==> src/design/hslp_pkg.sv <==
// Shared types and constants for the color sample to HSL converter.
// No dependencies; used by every module in this folder except hslp_divider.
package hslp_pkg;

   localparam int CNT_W       = 16;  // sensor count width
   localparam int PCT_W       = 7;   // percent value width
   localparam int HUE_W       = 9;   // hue in degrees
   localparam int SCALED_W    = 23;  // count * 100
   localparam int RATIO_NUM_W = 14;  // hue / saturation numerators
   localparam int RATIO_DEN_W = 8;   // hue / saturation divisors
   localparam int DIV_STEPS   = 2;   // quotient bits per divider stage

   localparam int PCT_FULL   = 100;
   localparam int HUE_STEP   = 60;
   localparam int HUE_FULL   = 360;
   localparam int HUE_GREEN  = 120;
   localparam int HUE_BLUE   = 240;
   localparam int SUM_FULL   = 200;
   localparam int LIGHT_HALF = 50;

   typedef enum logic [1:0] {
      SECT_RED,
      SECT_GREEN,
      SECT_BLUE
   } hue_sector_type;

   // Sideband through the percent divider
   typedef struct packed {
      logic       zero;
      logic [2:0] ovf;   // quotient >= 128, saturate
   } pct_sb_type;

   // Control that rides along with the hue / saturation division
   typedef struct packed {
      logic                 zero;
      logic                 grey;
      logic                 neg;
      hue_sector_type       sector;
      logic [PCT_W-1:0]     lightness;
   } hue_ctl_type;

endpackage

==> src/design/hslp_divider.sv <==
// Pipelined restoring divider, several lanes in lockstep, sideband carried along.
// Uses no package items; instantiated by the top level.
module hslp_divider #(
   parameter int LANES = 1,
   parameter int NUM_W = 8,
   parameter int DEN_W = 8,
   parameter int Q_W   = 8,
   parameter int SB_W  = 1,
   parameter int STEPS = 2
) (
   input  logic             clock,
   input  logic             reset,
   input  logic             enable,
   input  logic             in_valid,
   input  logic [NUM_W-1:0] in_num [LANES],
   input  logic [DEN_W-1:0] in_den [LANES],
   input  logic [SB_W-1:0]  in_sb,
   output logic             out_valid,
   output logic [Q_W-1:0]   out_quo [LANES],
   output logic [SB_W-1:0]  out_sb
);

   localparam int STAGES = (Q_W + STEPS - 1) / STEPS;
   localparam int EXT_W  = ((NUM_W > DEN_W) ? NUM_W : DEN_W) + Q_W;

   logic             valid_ff [STAGES];
   logic [NUM_W-1:0] rem_ff   [STAGES][LANES];
   logic [DEN_W-1:0] den_ff   [STAGES][LANES];
   logic [Q_W-1:0]   quo_ff   [STAGES][LANES];
   logic [SB_W-1:0]  sb_ff    [STAGES];

   for (genvar s = 0; s < STAGES; s++) begin : g_stage
      logic             v_src;
      logic [NUM_W-1:0] rem_src [LANES];
      logic [DEN_W-1:0] den_src [LANES];
      logic [Q_W-1:0]   quo_src [LANES];
      logic [SB_W-1:0]  sb_src;
      logic [NUM_W-1:0] rem_in  [LANES];
      logic [Q_W-1:0]   quo_in  [LANES];

      if (s == 0) begin : g_first
         assign v_src   = in_valid;
         assign rem_src = in_num;
         assign den_src = in_den;
         assign sb_src  = in_sb;
         for (genvar l = 0; l < LANES; l++) begin : g_clr
            assign quo_src[l] = '0;
         end
      end else begin : g_next
         assign v_src   = valid_ff[s-1];
         assign rem_src = rem_ff[s-1];
         assign den_src = den_ff[s-1];
         assign quo_src = quo_ff[s-1];
         assign sb_src  = sb_ff[s-1];
      end

      // Up to STEPS quotient bits, MSB first
      always_comb begin
         logic [EXT_W-1:0] acc;
         logic [EXT_W-1:0] trial;
         acc   = '0;
         trial = '0;
         for (int l = 0; l < LANES; l++) begin
            acc       = EXT_W'(rem_src[l]);
            quo_in[l] = quo_src[l];
            for (int k = 0; k < STEPS; k++) begin
               if (s * STEPS + k < Q_W) begin
                  trial = EXT_W'(den_src[l]) << (Q_W - 1 - (s * STEPS + k));
                  if (acc >= trial) begin
                     acc = acc - trial;
                     quo_in[l][Q_W-1-(s*STEPS+k)] = 1'b1;
                  end
               end
            end
            rem_in[l] = acc[NUM_W-1:0];
         end
      end

      always_ff @(posedge clock) begin
         if (reset) begin
            valid_ff[s] <= 1'b0;
         end else if (enable) begin
            valid_ff[s] <= v_src;
         end
      end

      always_ff @(posedge clock) begin
         if (enable) begin
            rem_ff[s] <= rem_in;
            den_ff[s] <= den_src;
            quo_ff[s] <= quo_in;
            sb_ff[s]  <= sb_src;
         end
      end
   end

   assign out_valid = valid_ff[STAGES-1];
   assign out_quo   = quo_ff[STAGES-1];
   assign out_sb    = sb_ff[STAGES-1];

endmodule

==> src/design/hslp_hue_prep.sv <==
// Two pipeline stages: percent clamp with max/min pick, then hue and
// saturation numerators and divisors. Depends on hslp_pkg.
module hslp_hue_prep (
   input  logic                                  clock,
   input  logic                                  reset,
   input  logic                                  enable,
   input  logic                                  in_valid,
   input  logic [hslp_pkg::PCT_W-1:0]            in_pct [3],
   input  hslp_pkg::pct_sb_type                  in_sb,
   output logic                                  out_valid,
   output logic [hslp_pkg::RATIO_NUM_W-1:0]      out_num [2],
   output logic [hslp_pkg::RATIO_DEN_W-1:0]      out_den [2],
   output hslp_pkg::hue_ctl_type                 out_ctl
);

   localparam int PW = hslp_pkg::PCT_W;
   localparam int NW = hslp_pkg::RATIO_NUM_W;
   localparam int DW = hslp_pkg::RATIO_DEN_W;

   // stage A: clamp, max, min
   logic                     a_valid_ff;
   logic [PW-1:0]            a_r_ff, a_g_ff, a_b_ff, a_hi_ff, a_lo_ff;
   hslp_pkg::hue_sector_type a_sect_ff;
   logic                     a_zero_ff;

   logic [PW-1:0]            p_r, p_g, p_b, hi_in, lo_in;
   hslp_pkg::hue_sector_type sect_in;

   always_comb begin
      p_r = (in_sb.ovf[0] || in_pct[0] > PW'(hslp_pkg::PCT_FULL)) ?
            PW'(hslp_pkg::PCT_FULL) : in_pct[0];
      p_g = (in_sb.ovf[1] || in_pct[1] > PW'(hslp_pkg::PCT_FULL)) ?
            PW'(hslp_pkg::PCT_FULL) : in_pct[1];
      p_b = (in_sb.ovf[2] || in_pct[2] > PW'(hslp_pkg::PCT_FULL)) ?
            PW'(hslp_pkg::PCT_FULL) : in_pct[2];
      // ties: red, then green
      if (p_r >= p_g && p_r >= p_b) begin
         hi_in   = p_r;
         sect_in = hslp_pkg::SECT_RED;
      end else if (p_g >= p_b) begin
         hi_in   = p_g;
         sect_in = hslp_pkg::SECT_GREEN;
      end else begin
         hi_in   = p_b;
         sect_in = hslp_pkg::SECT_BLUE;
      end
      lo_in = p_r;
      if (p_g < lo_in) lo_in = p_g;
      if (p_b < lo_in) lo_in = p_b;
   end

   always_ff @(posedge clock) begin
      if (reset) begin
         a_valid_ff <= 1'b0;
      end else if (enable) begin
         a_valid_ff <= in_valid;
      end
   end

   always_ff @(posedge clock) begin
      if (enable) begin
         a_r_ff    <= p_r;
         a_g_ff    <= p_g;
         a_b_ff    <= p_b;
         a_hi_ff   <= hi_in;
         a_lo_ff   <= lo_in;
         a_sect_ff <= sect_in;
         a_zero_ff <= in_sb.zero;
      end
   end

   // stage B: numerators and divisors
   logic                  b_valid_ff;
   logic [NW-1:0]         b_num_ff [2];
   logic [DW-1:0]         b_den_ff [2];
   hslp_pkg::hue_ctl_type b_ctl_ff;

   logic [PW-1:0]         diff, mag;
   logic [DW-1:0]         sum;
   logic [PW-1:0]         light;
   logic                  neg;
   logic [PW-1:0]         x_a, x_b;
   logic [NW-1:0]         num_in [2];
   logic [DW-1:0]         den_in [2];
   hslp_pkg::hue_ctl_type ctl_in;

   always_comb begin
      diff  = a_hi_ff - a_lo_ff;
      sum   = DW'(a_hi_ff) + DW'(a_lo_ff);
      light = sum[DW-1:1];
      case (a_sect_ff)
         hslp_pkg::SECT_RED: begin
            x_a = a_g_ff;
            x_b = a_b_ff;
         end
         hslp_pkg::SECT_GREEN: begin
            x_a = a_b_ff;
            x_b = a_r_ff;
         end
         default: begin
            x_a = a_r_ff;
            x_b = a_g_ff;
         end
      endcase
      neg       = x_a < x_b;
      mag       = neg ? (x_b - x_a) : (x_a - x_b);
      num_in[0] = NW'(mag) * NW'(hslp_pkg::HUE_STEP);
      den_in[0] = DW'(diff);
      num_in[1] = NW'(diff) * NW'(hslp_pkg::PCT_FULL);
      den_in[1] = (light <= PW'(hslp_pkg::LIGHT_HALF)) ? sum :
                  DW'(hslp_pkg::SUM_FULL) - sum;
      ctl_in.zero      = a_zero_ff;
      ctl_in.grey      = (diff == '0);
      ctl_in.neg       = neg;
      ctl_in.sector    = a_sect_ff;
      ctl_in.lightness = light;
   end

   always_ff @(posedge clock) begin
      if (reset) begin
         b_valid_ff <= 1'b0;
      end else if (enable) begin
         b_valid_ff <= a_valid_ff;
      end
   end

   always_ff @(posedge clock) begin
      if (enable) begin
         b_num_ff <= num_in;
         b_den_ff <= den_in;
         b_ctl_ff <= ctl_in;
      end
   end

   assign out_valid = b_valid_ff;
   assign out_num   = b_num_ff;
   assign out_den   = b_den_ff;
   assign out_ctl   = b_ctl_ff;

endmodule

==> src/design/rgbc_to_hsl_percent.sv <==
// Top level: color sensor sample (clear, red, green, blue) to hue, saturation, lightness.
// Depends on hslp_pkg, hslp_divider and hslp_hue_prep.
//
// Usage
//   Input channel req_*: one sample per item, taken when req_valid and
//   req_ready are both high. Result channel rsp_*: one result item per
//   sample, in order, taken when rsp_valid and rsp_ready are both high.
//   Throughput: one sample per clock while the output is not blocked;
//   the pipeline is fully registered, with the percent and the
//   hue/saturation division each done by a 4-stage restoring divider,
//   two quotient bits per stage.
//   Stall: the whole pipeline advances together on one enable. While a
//   result waits with rsp_ready low, req_ready is low and every stage
//   holds; nothing is dropped or repeated. Bubbles are not squeezed out.
//   Reset (synchronous, active high) clears all valid bits; in-flight
//   items are discarded. There is no configuration and no state between
//   samples.
//   A zero clear count yields hue, saturation and lightness of zero with
//   rsp_zero_clear set.
module rgbc_to_hsl_percent (
   input  logic                               clock,
   input  logic                               reset,
   input  logic                               req_valid,
   output logic                               req_ready,
   input  logic [hslp_pkg::CNT_W-1:0]         req_clear_count,
   input  logic [hslp_pkg::CNT_W-1:0]         req_red_count,
   input  logic [hslp_pkg::CNT_W-1:0]         req_green_count,
   input  logic [hslp_pkg::CNT_W-1:0]         req_blue_count,
   output logic                               rsp_valid,
   input  logic                               rsp_ready,
   output logic [hslp_pkg::HUE_W-1:0]         rsp_hue,
   output logic [hslp_pkg::PCT_W-1:0]         rsp_saturation,
   output logic [hslp_pkg::PCT_W-1:0]         rsp_lightness,
   output logic                               rsp_zero_clear
);

   localparam int CW = hslp_pkg::CNT_W;
   localparam int SW = hslp_pkg::SCALED_W;
   localparam int PW = hslp_pkg::PCT_W;
   localparam int HW = hslp_pkg::HUE_W;

   logic enable;

   // one enable for the whole pipe: move unless the output is blocked
   assign enable    = !rsp_valid || rsp_ready;
   assign req_ready = enable;

   // stage 0: scale each color by 100
   logic          s0_valid_ff;
   logic [SW-1:0] s0_num_ff [3];
   logic [CW-1:0] s0_clear_ff;

   always_ff @(posedge clock) begin
      if (reset) begin
         s0_valid_ff <= 1'b0;
      end else if (enable) begin
         s0_valid_ff <= req_valid;
      end
   end

   always_ff @(posedge clock) begin
      if (enable) begin
         s0_num_ff[0] <= SW'(req_red_count)   * SW'(hslp_pkg::PCT_FULL);
         s0_num_ff[1] <= SW'(req_green_count) * SW'(hslp_pkg::PCT_FULL);
         s0_num_ff[2] <= SW'(req_blue_count)  * SW'(hslp_pkg::PCT_FULL);
         s0_clear_ff  <= req_clear_count;
      end
   end

   // stage 1: detect quotients of 128 and up; those saturate anyway
   logic                 s1_valid_ff;
   logic [SW-1:0]        s1_num_ff [3];
   logic [CW-1:0]        s1_den_ff [3];
   hslp_pkg::pct_sb_type s1_sb_ff;
   logic [SW-1:0]        lim;
   logic [2:0]           ovf;

   assign lim = SW'(s0_clear_ff) << PW;

   always_comb begin
      for (int i = 0; i < 3; i++) begin
         ovf[i] = s0_num_ff[i] >= lim;
      end
   end

   always_ff @(posedge clock) begin
      if (reset) begin
         s1_valid_ff <= 1'b0;
      end else if (enable) begin
         s1_valid_ff <= s0_valid_ff;
      end
   end

   always_ff @(posedge clock) begin
      if (enable) begin
         for (int i = 0; i < 3; i++) begin
            s1_num_ff[i] <= ovf[i] ? '0 : s0_num_ff[i];
            s1_den_ff[i] <= s0_clear_ff;
         end
         s1_sb_ff.ovf  <= ovf;
         s1_sb_ff.zero <= (s0_clear_ff == '0);
      end
   end

   // percent of clear, 7 quotient bits
   logic                 pct_valid;
   logic [PW-1:0]        pct_quo [3];
   hslp_pkg::pct_sb_type pct_sb;

   hslp_divider #(
      .LANES (3),
      .NUM_W (SW),
      .DEN_W (CW),
      .Q_W   (PW),
      .SB_W  ($bits(hslp_pkg::pct_sb_type)),
      .STEPS (hslp_pkg::DIV_STEPS)
   ) u_pct_div (
      .clock     (clock),
      .reset     (reset),
      .enable    (enable),
      .in_valid  (s1_valid_ff),
      .in_num    (s1_num_ff),
      .in_den    (s1_den_ff),
      .in_sb     (s1_sb_ff),
      .out_valid (pct_valid),
      .out_quo   (pct_quo),
      .out_sb    (pct_sb)
   );

   // clamp, max/min, hue and saturation operands
   logic                                 prep_valid;
   logic [hslp_pkg::RATIO_NUM_W-1:0]     prep_num [2];
   logic [hslp_pkg::RATIO_DEN_W-1:0]     prep_den [2];
   hslp_pkg::hue_ctl_type                prep_ctl;

   hslp_hue_prep u_prep (
      .clock     (clock),
      .reset     (reset),
      .enable    (enable),
      .in_valid  (pct_valid),
      .in_pct    (pct_quo),
      .in_sb     (pct_sb),
      .out_valid (prep_valid),
      .out_num   (prep_num),
      .out_den   (prep_den),
      .out_ctl   (prep_ctl)
   );

   // lane 0: hue offset magnitude, lane 1: saturation
   logic                  ratio_valid;
   logic [PW-1:0]         ratio_quo [2];
   hslp_pkg::hue_ctl_type ratio_ctl;

   hslp_divider #(
      .LANES (2),
      .NUM_W (hslp_pkg::RATIO_NUM_W),
      .DEN_W (hslp_pkg::RATIO_DEN_W),
      .Q_W   (PW),
      .SB_W  ($bits(hslp_pkg::hue_ctl_type)),
      .STEPS (hslp_pkg::DIV_STEPS)
   ) u_ratio_div (
      .clock     (clock),
      .reset     (reset),
      .enable    (enable),
      .in_valid  (prep_valid),
      .in_num    (prep_num),
      .in_den    (prep_den),
      .in_sb     (prep_ctl),
      .out_valid (ratio_valid),
      .out_quo   (ratio_quo),
      .out_sb    (ratio_ctl)
   );

   // output stage: place hue in its sector, apply grey and zero-clear
   logic          rsp_valid_ff;
   logic [HW-1:0] hue_ff, hue_in, base, q_ext;
   logic [PW-1:0] sat_ff, sat_in, light_ff, light_in;
   logic          zero_ff;

   always_comb begin
      q_ext = HW'(ratio_quo[0]);
      case (ratio_ctl.sector)
         hslp_pkg::SECT_RED:   base = HW'(hslp_pkg::HUE_FULL);
         hslp_pkg::SECT_GREEN: base = HW'(hslp_pkg::HUE_GREEN);
         default:              base = HW'(hslp_pkg::HUE_BLUE);
      endcase
      // red sector: positive offset stands alone, negative wraps from 360
      if (ratio_ctl.sector == hslp_pkg::SECT_RED && !ratio_ctl.neg) begin
         hue_in = q_ext;
      end else if (ratio_ctl.neg) begin
         hue_in = base - q_ext;
      end else begin
         hue_in = base + q_ext;
      end
      sat_in   = ratio_quo[1];
      light_in = ratio_ctl.lightness;
      if (ratio_ctl.grey) begin
         hue_in = '0;
         sat_in = '0;
      end
      if (ratio_ctl.zero) begin
         hue_in   = '0;
         sat_in   = '0;
         light_in = '0;
      end
   end

   always_ff @(posedge clock) begin
      if (reset) begin
         rsp_valid_ff <= 1'b0;
      end else if (enable) begin
         rsp_valid_ff <= ratio_valid;
      end
   end

   always_ff @(posedge clock) begin
      if (enable) begin
         hue_ff   <= hue_in;
         sat_ff   <= sat_in;
         light_ff <= light_in;
         zero_ff  <= ratio_ctl.zero;
      end
   end

   assign rsp_valid      = rsp_valid_ff;
   assign rsp_hue        = hue_ff;
   assign rsp_saturation = sat_ff;
   assign rsp_lightness  = light_ff;
   assign rsp_zero_clear = zero_ff;

endmodule

==> config.mk <==
export PLATFORM = sky130hd
export DESIGN_NAME = rgbc_to_hsl_percent
export DESIGN_NICKNAME = d
export VERILOG_FILES = /design/src/design/hslp_pkg.sv /design/src/design/hslp_divider.sv /design/src/design/hslp_hue_prep.sv /design/src/design/rgbc_to_hsl_percent.sv
export SDC_FILE = /design/constraint.sdc
export NUM_CORES = 2
export LEC_CHECK = 0
export ABC_AREA = 1
export BUFFER_PORTS_ARGS = -buffer_cell sky130_fd_sc_hd__buf_2
export CAP_MARGIN = 20
export CORE_MARGIN = 2
export CORE_UTILIZATION = 50
export DETAILED_ROUTE_END_ITERATION = 10
export GPL_TIMING_DRIVEN = 0
export HOLD_SLACK_MARGIN = 0.08
export PLACE_DENSITY = 0.68
export SYNTH_ARGS = -nofsm -noshare
export SYNTH_HDL_FRONTEND = slang
export SYNTH_SLANG_ARGS = --single-unit
==> constraint.sdc <==
create_clock -name clock -period 18.45 [get_ports clock]
set_input_delay 0 -clock clock [delete_from_list [all_inputs] [get_ports clock]]
set_output_delay 0 -clock clock [all_outputs]
set_load 0.05 [all_outputs]
==> out/qor.csv <==
metric,value,unit
Setup WS pre-CTS,12.22,ns
synth top area cells,"edfxtp_1 37%, ha_1 15%, nand2_1 11%",
# IOs,94,
root buffer cell,clkbuf_16,
Setup crit end kind,flip-flop,
crit share post-route,33.8,%
Synth Instances,7619,
H-tree Lvls,3,
syn avg cell area,8.33,um2
DIE HEIGHT,360,um
clock sink count,794,
post-CTS setup buffer count,0,
"flops & latches, synth",794,
Fin Setup TNS,0,ns
post-route design area,0.0702,mm2
Via-to-Cell Ratio,5.30,
met3 WL,7000,um
ys async rst share,0,%
Required @ worst endpoint,18.89,ns
IO Port Bufs,93,
HPWL Detailed,129000,um
Worst Hold Class,in2reg,
post-CTS sizing,0,
highest routing layer actually used,met4,
Synth area leader,edfxtp_1,
R2R depth,26,
Die W,360,um
Post-synth EDFFs,789,
Mapped Area,0.0635,mm2
maximum fanout along the worst path,9,
max-slew violations,0,
die area,0.130,mm2
fmax,0.160,GHz
Max Cap Violations,0,
grt ovf,0,
clk buf depth,3,
Initial Utilization,50.4,%
setup violators final,0,
Core Footprint,0.126,mm2
share of layout cells above drive strength 1,6.32,%
initial antenna violation count,0,
vias in the first global route,49200,
Netlist cell types,75,
DRC,0,
post-route ant nets,0,
syn nets,8509,
Skew-Pair Late Insertion Delay,0.72,ns
area grow syn2layout,10.5,%
final hold vios,0,
Num CTS Buffers,88,
routed wire length,159000,um
DR pass1 iterations,8,
fin crit period,6.23,ns
status,"finished, final reports clean",
Arrival @ worst endpoint,6.67,ns
number of placement rows,130,
area share of the largest cell type after synthesis,37.3,%
register area,0.0238,mm2
hold buffer count at CTS,72,
"commonest non-fill, non-tap cell in the layout",nand2_1,
placed inst area,0.0664,mm2
routed len/inst,16.6,um
Slew @ Worst Pin,1.16,ns
largest net degree at the start of global routing,49,
most frequent cells in the layout,"1,800 x nand2_1, 1,166 x inv_1, 789 x edfxtp_1",
Total Routing Usage GR,24.4,%
sequential share of the synthesized area,37.5,%
hold depth,7,
Main synth FF type,edfxtp_1,
Worst Slack Setup Final,12.22,ns
wire length on met1,72300,um
"Reg clk slew, reported paths",0.06,ns
drt first-iter violations,3669,
CTS tree,built,
# nets final,8782,
RSZ-0062 raised after global routing,no,
DR WL met2,73800,um
Max-slew headroom,22.3,%
gpl congestion,0.948,
critical path startpoint category,flip-flop,
DR vias,51000,
global-route wire length before repair,255000,um
Worst Skew,0.0450,ns
Crit Path Category,reg2reg,
flop2flop setup slack,12.22,ns
filler cell count,11300,
Ys Warns,0,
multi-input logic area,0.0347,mm2
## cells in the mapped netlist (77+ instances only)
cell	n
nand2_1	1800
inv_1	1167
edfxtp_1	789
ha_1	745
a21oi_1	539
nor2_1	512
o21ai_0	394
nand3_1	370
xor2_1	229
xnor2_1	170
nand4_1	136
fa_1	77
## final cells by class
| cell class | count | share of cell area [%] |
|---|---|---|
| antenna | 1 | 0.00357 |
| buffer | 90 | 0.788 |
| clock buffer | 101 | 3.24 |
| clock inverter | 62 | 1.09 |
| inverter | 1188 | 6.37 |
| multi-input combinational | 5547 | 49.4 |
| sequential | 794 | 33.9 |
| tap | 1650 | 2.94 |
| timing repair buffer | 183 | 2.20 |
## path summary, 6_finish.rpt
kind	startpoint	to
worst max-delay path	u_prep.a_sect_ff[1]	u_prep.out_num[25]
worst min register to register	u_prep.out_ctl[10]	u_ratio_div.sb_ff[0][10]
worst max register to register	u_prep.a_sect_ff[1]	u_prep.out_num[25]
worst min-delay path	req_blue_count[14]	s0_num_ff[0][62]
## metrics by stage
stage               cells  utilization (%)  hold slack [ns]
finish               9616             55.7            0.158
global route         9615             55.7            0.159
CTS                  9615             55.7           0.0969
detailed placement   9380             52.7            0.178
global placement     9362             52.5            0.177
floorplan            7619                -           0.0989
## worst max-delay path, stage by stage, from the launching register on
cell and delay, ns:
edfxtp_1 0.47, nor2_1 0.45, inv_1 0.25, o221ai_1 0.44, inv_1 0.15, ha_1 0.33, nand2_1 0.07, o21ai_0 0.32
nand4_1 0.16, o311ai_2 0.20, mux2i_1 0.28, xor2_1 0.26, inv_1 0.15, fa_1 0.49, inv_1 0.05, fa_1 0.50
inv_1 0.04, ha_1 0.34, a21oi_1 0.14, nand2_1 0.09, a21oi_1 0.13, inv_1 0.05, a21oi_1 0.19, inv_1 0.06
a21oi_1 0.11, o21ai_0 0.11, xor2_1 0.15
## sequential cells by signal, indices dropped and copies added, names as in the netlist, 9 cells and up
signal,cells
u_prep.out_num,22
u_prep.out_den,12
u_pct_div.quo_ff,57
u_ratio_div.sb_ff,48
u_pct_div.den_ff,48
s0_num_ff,63
u_ratio_div.quo_ff,38
u_pct_div.sb_ff,16
u_ratio_div.den_ff,42
s1_num_ff,63
s0_clear_ff,16
u_prep.out_ctl,12
u_pct_div.rem_ff,192
s1_den_ff,16
rsp_hue,9
u_ratio_div.rem_ff,70
## layer usage
metal	vias up	track usage [%]
li1	26200	-
met1	23400	32.1
met2	1156	41.1
met3	280	2.58
met4	0	9.65
met5	-	0
## kinds of logic (layout without fill, tap and decap cells)
logic type / Yosys count / count (layout) / synth area share [%]
and+or+nand+nor: 3096 / 3096 / 21.1
buffers and inverters: 1278 / 1624 / 7.90
AOI/OAI and AO/OA: 1226 / 1226 / 10.8
adders and majority gates: 822 / 822 / 17.1
DFF: 794 / 794 / 37.5
xor gates and xnor gates: 399 / 399 / 5.50
muxes: 4 / 4 / 0.0690
other: 0 / 1 / 0
Power is not shown: default switching activity piles up to over one toggle a cycle in this logic, so the estimate is an artifact.
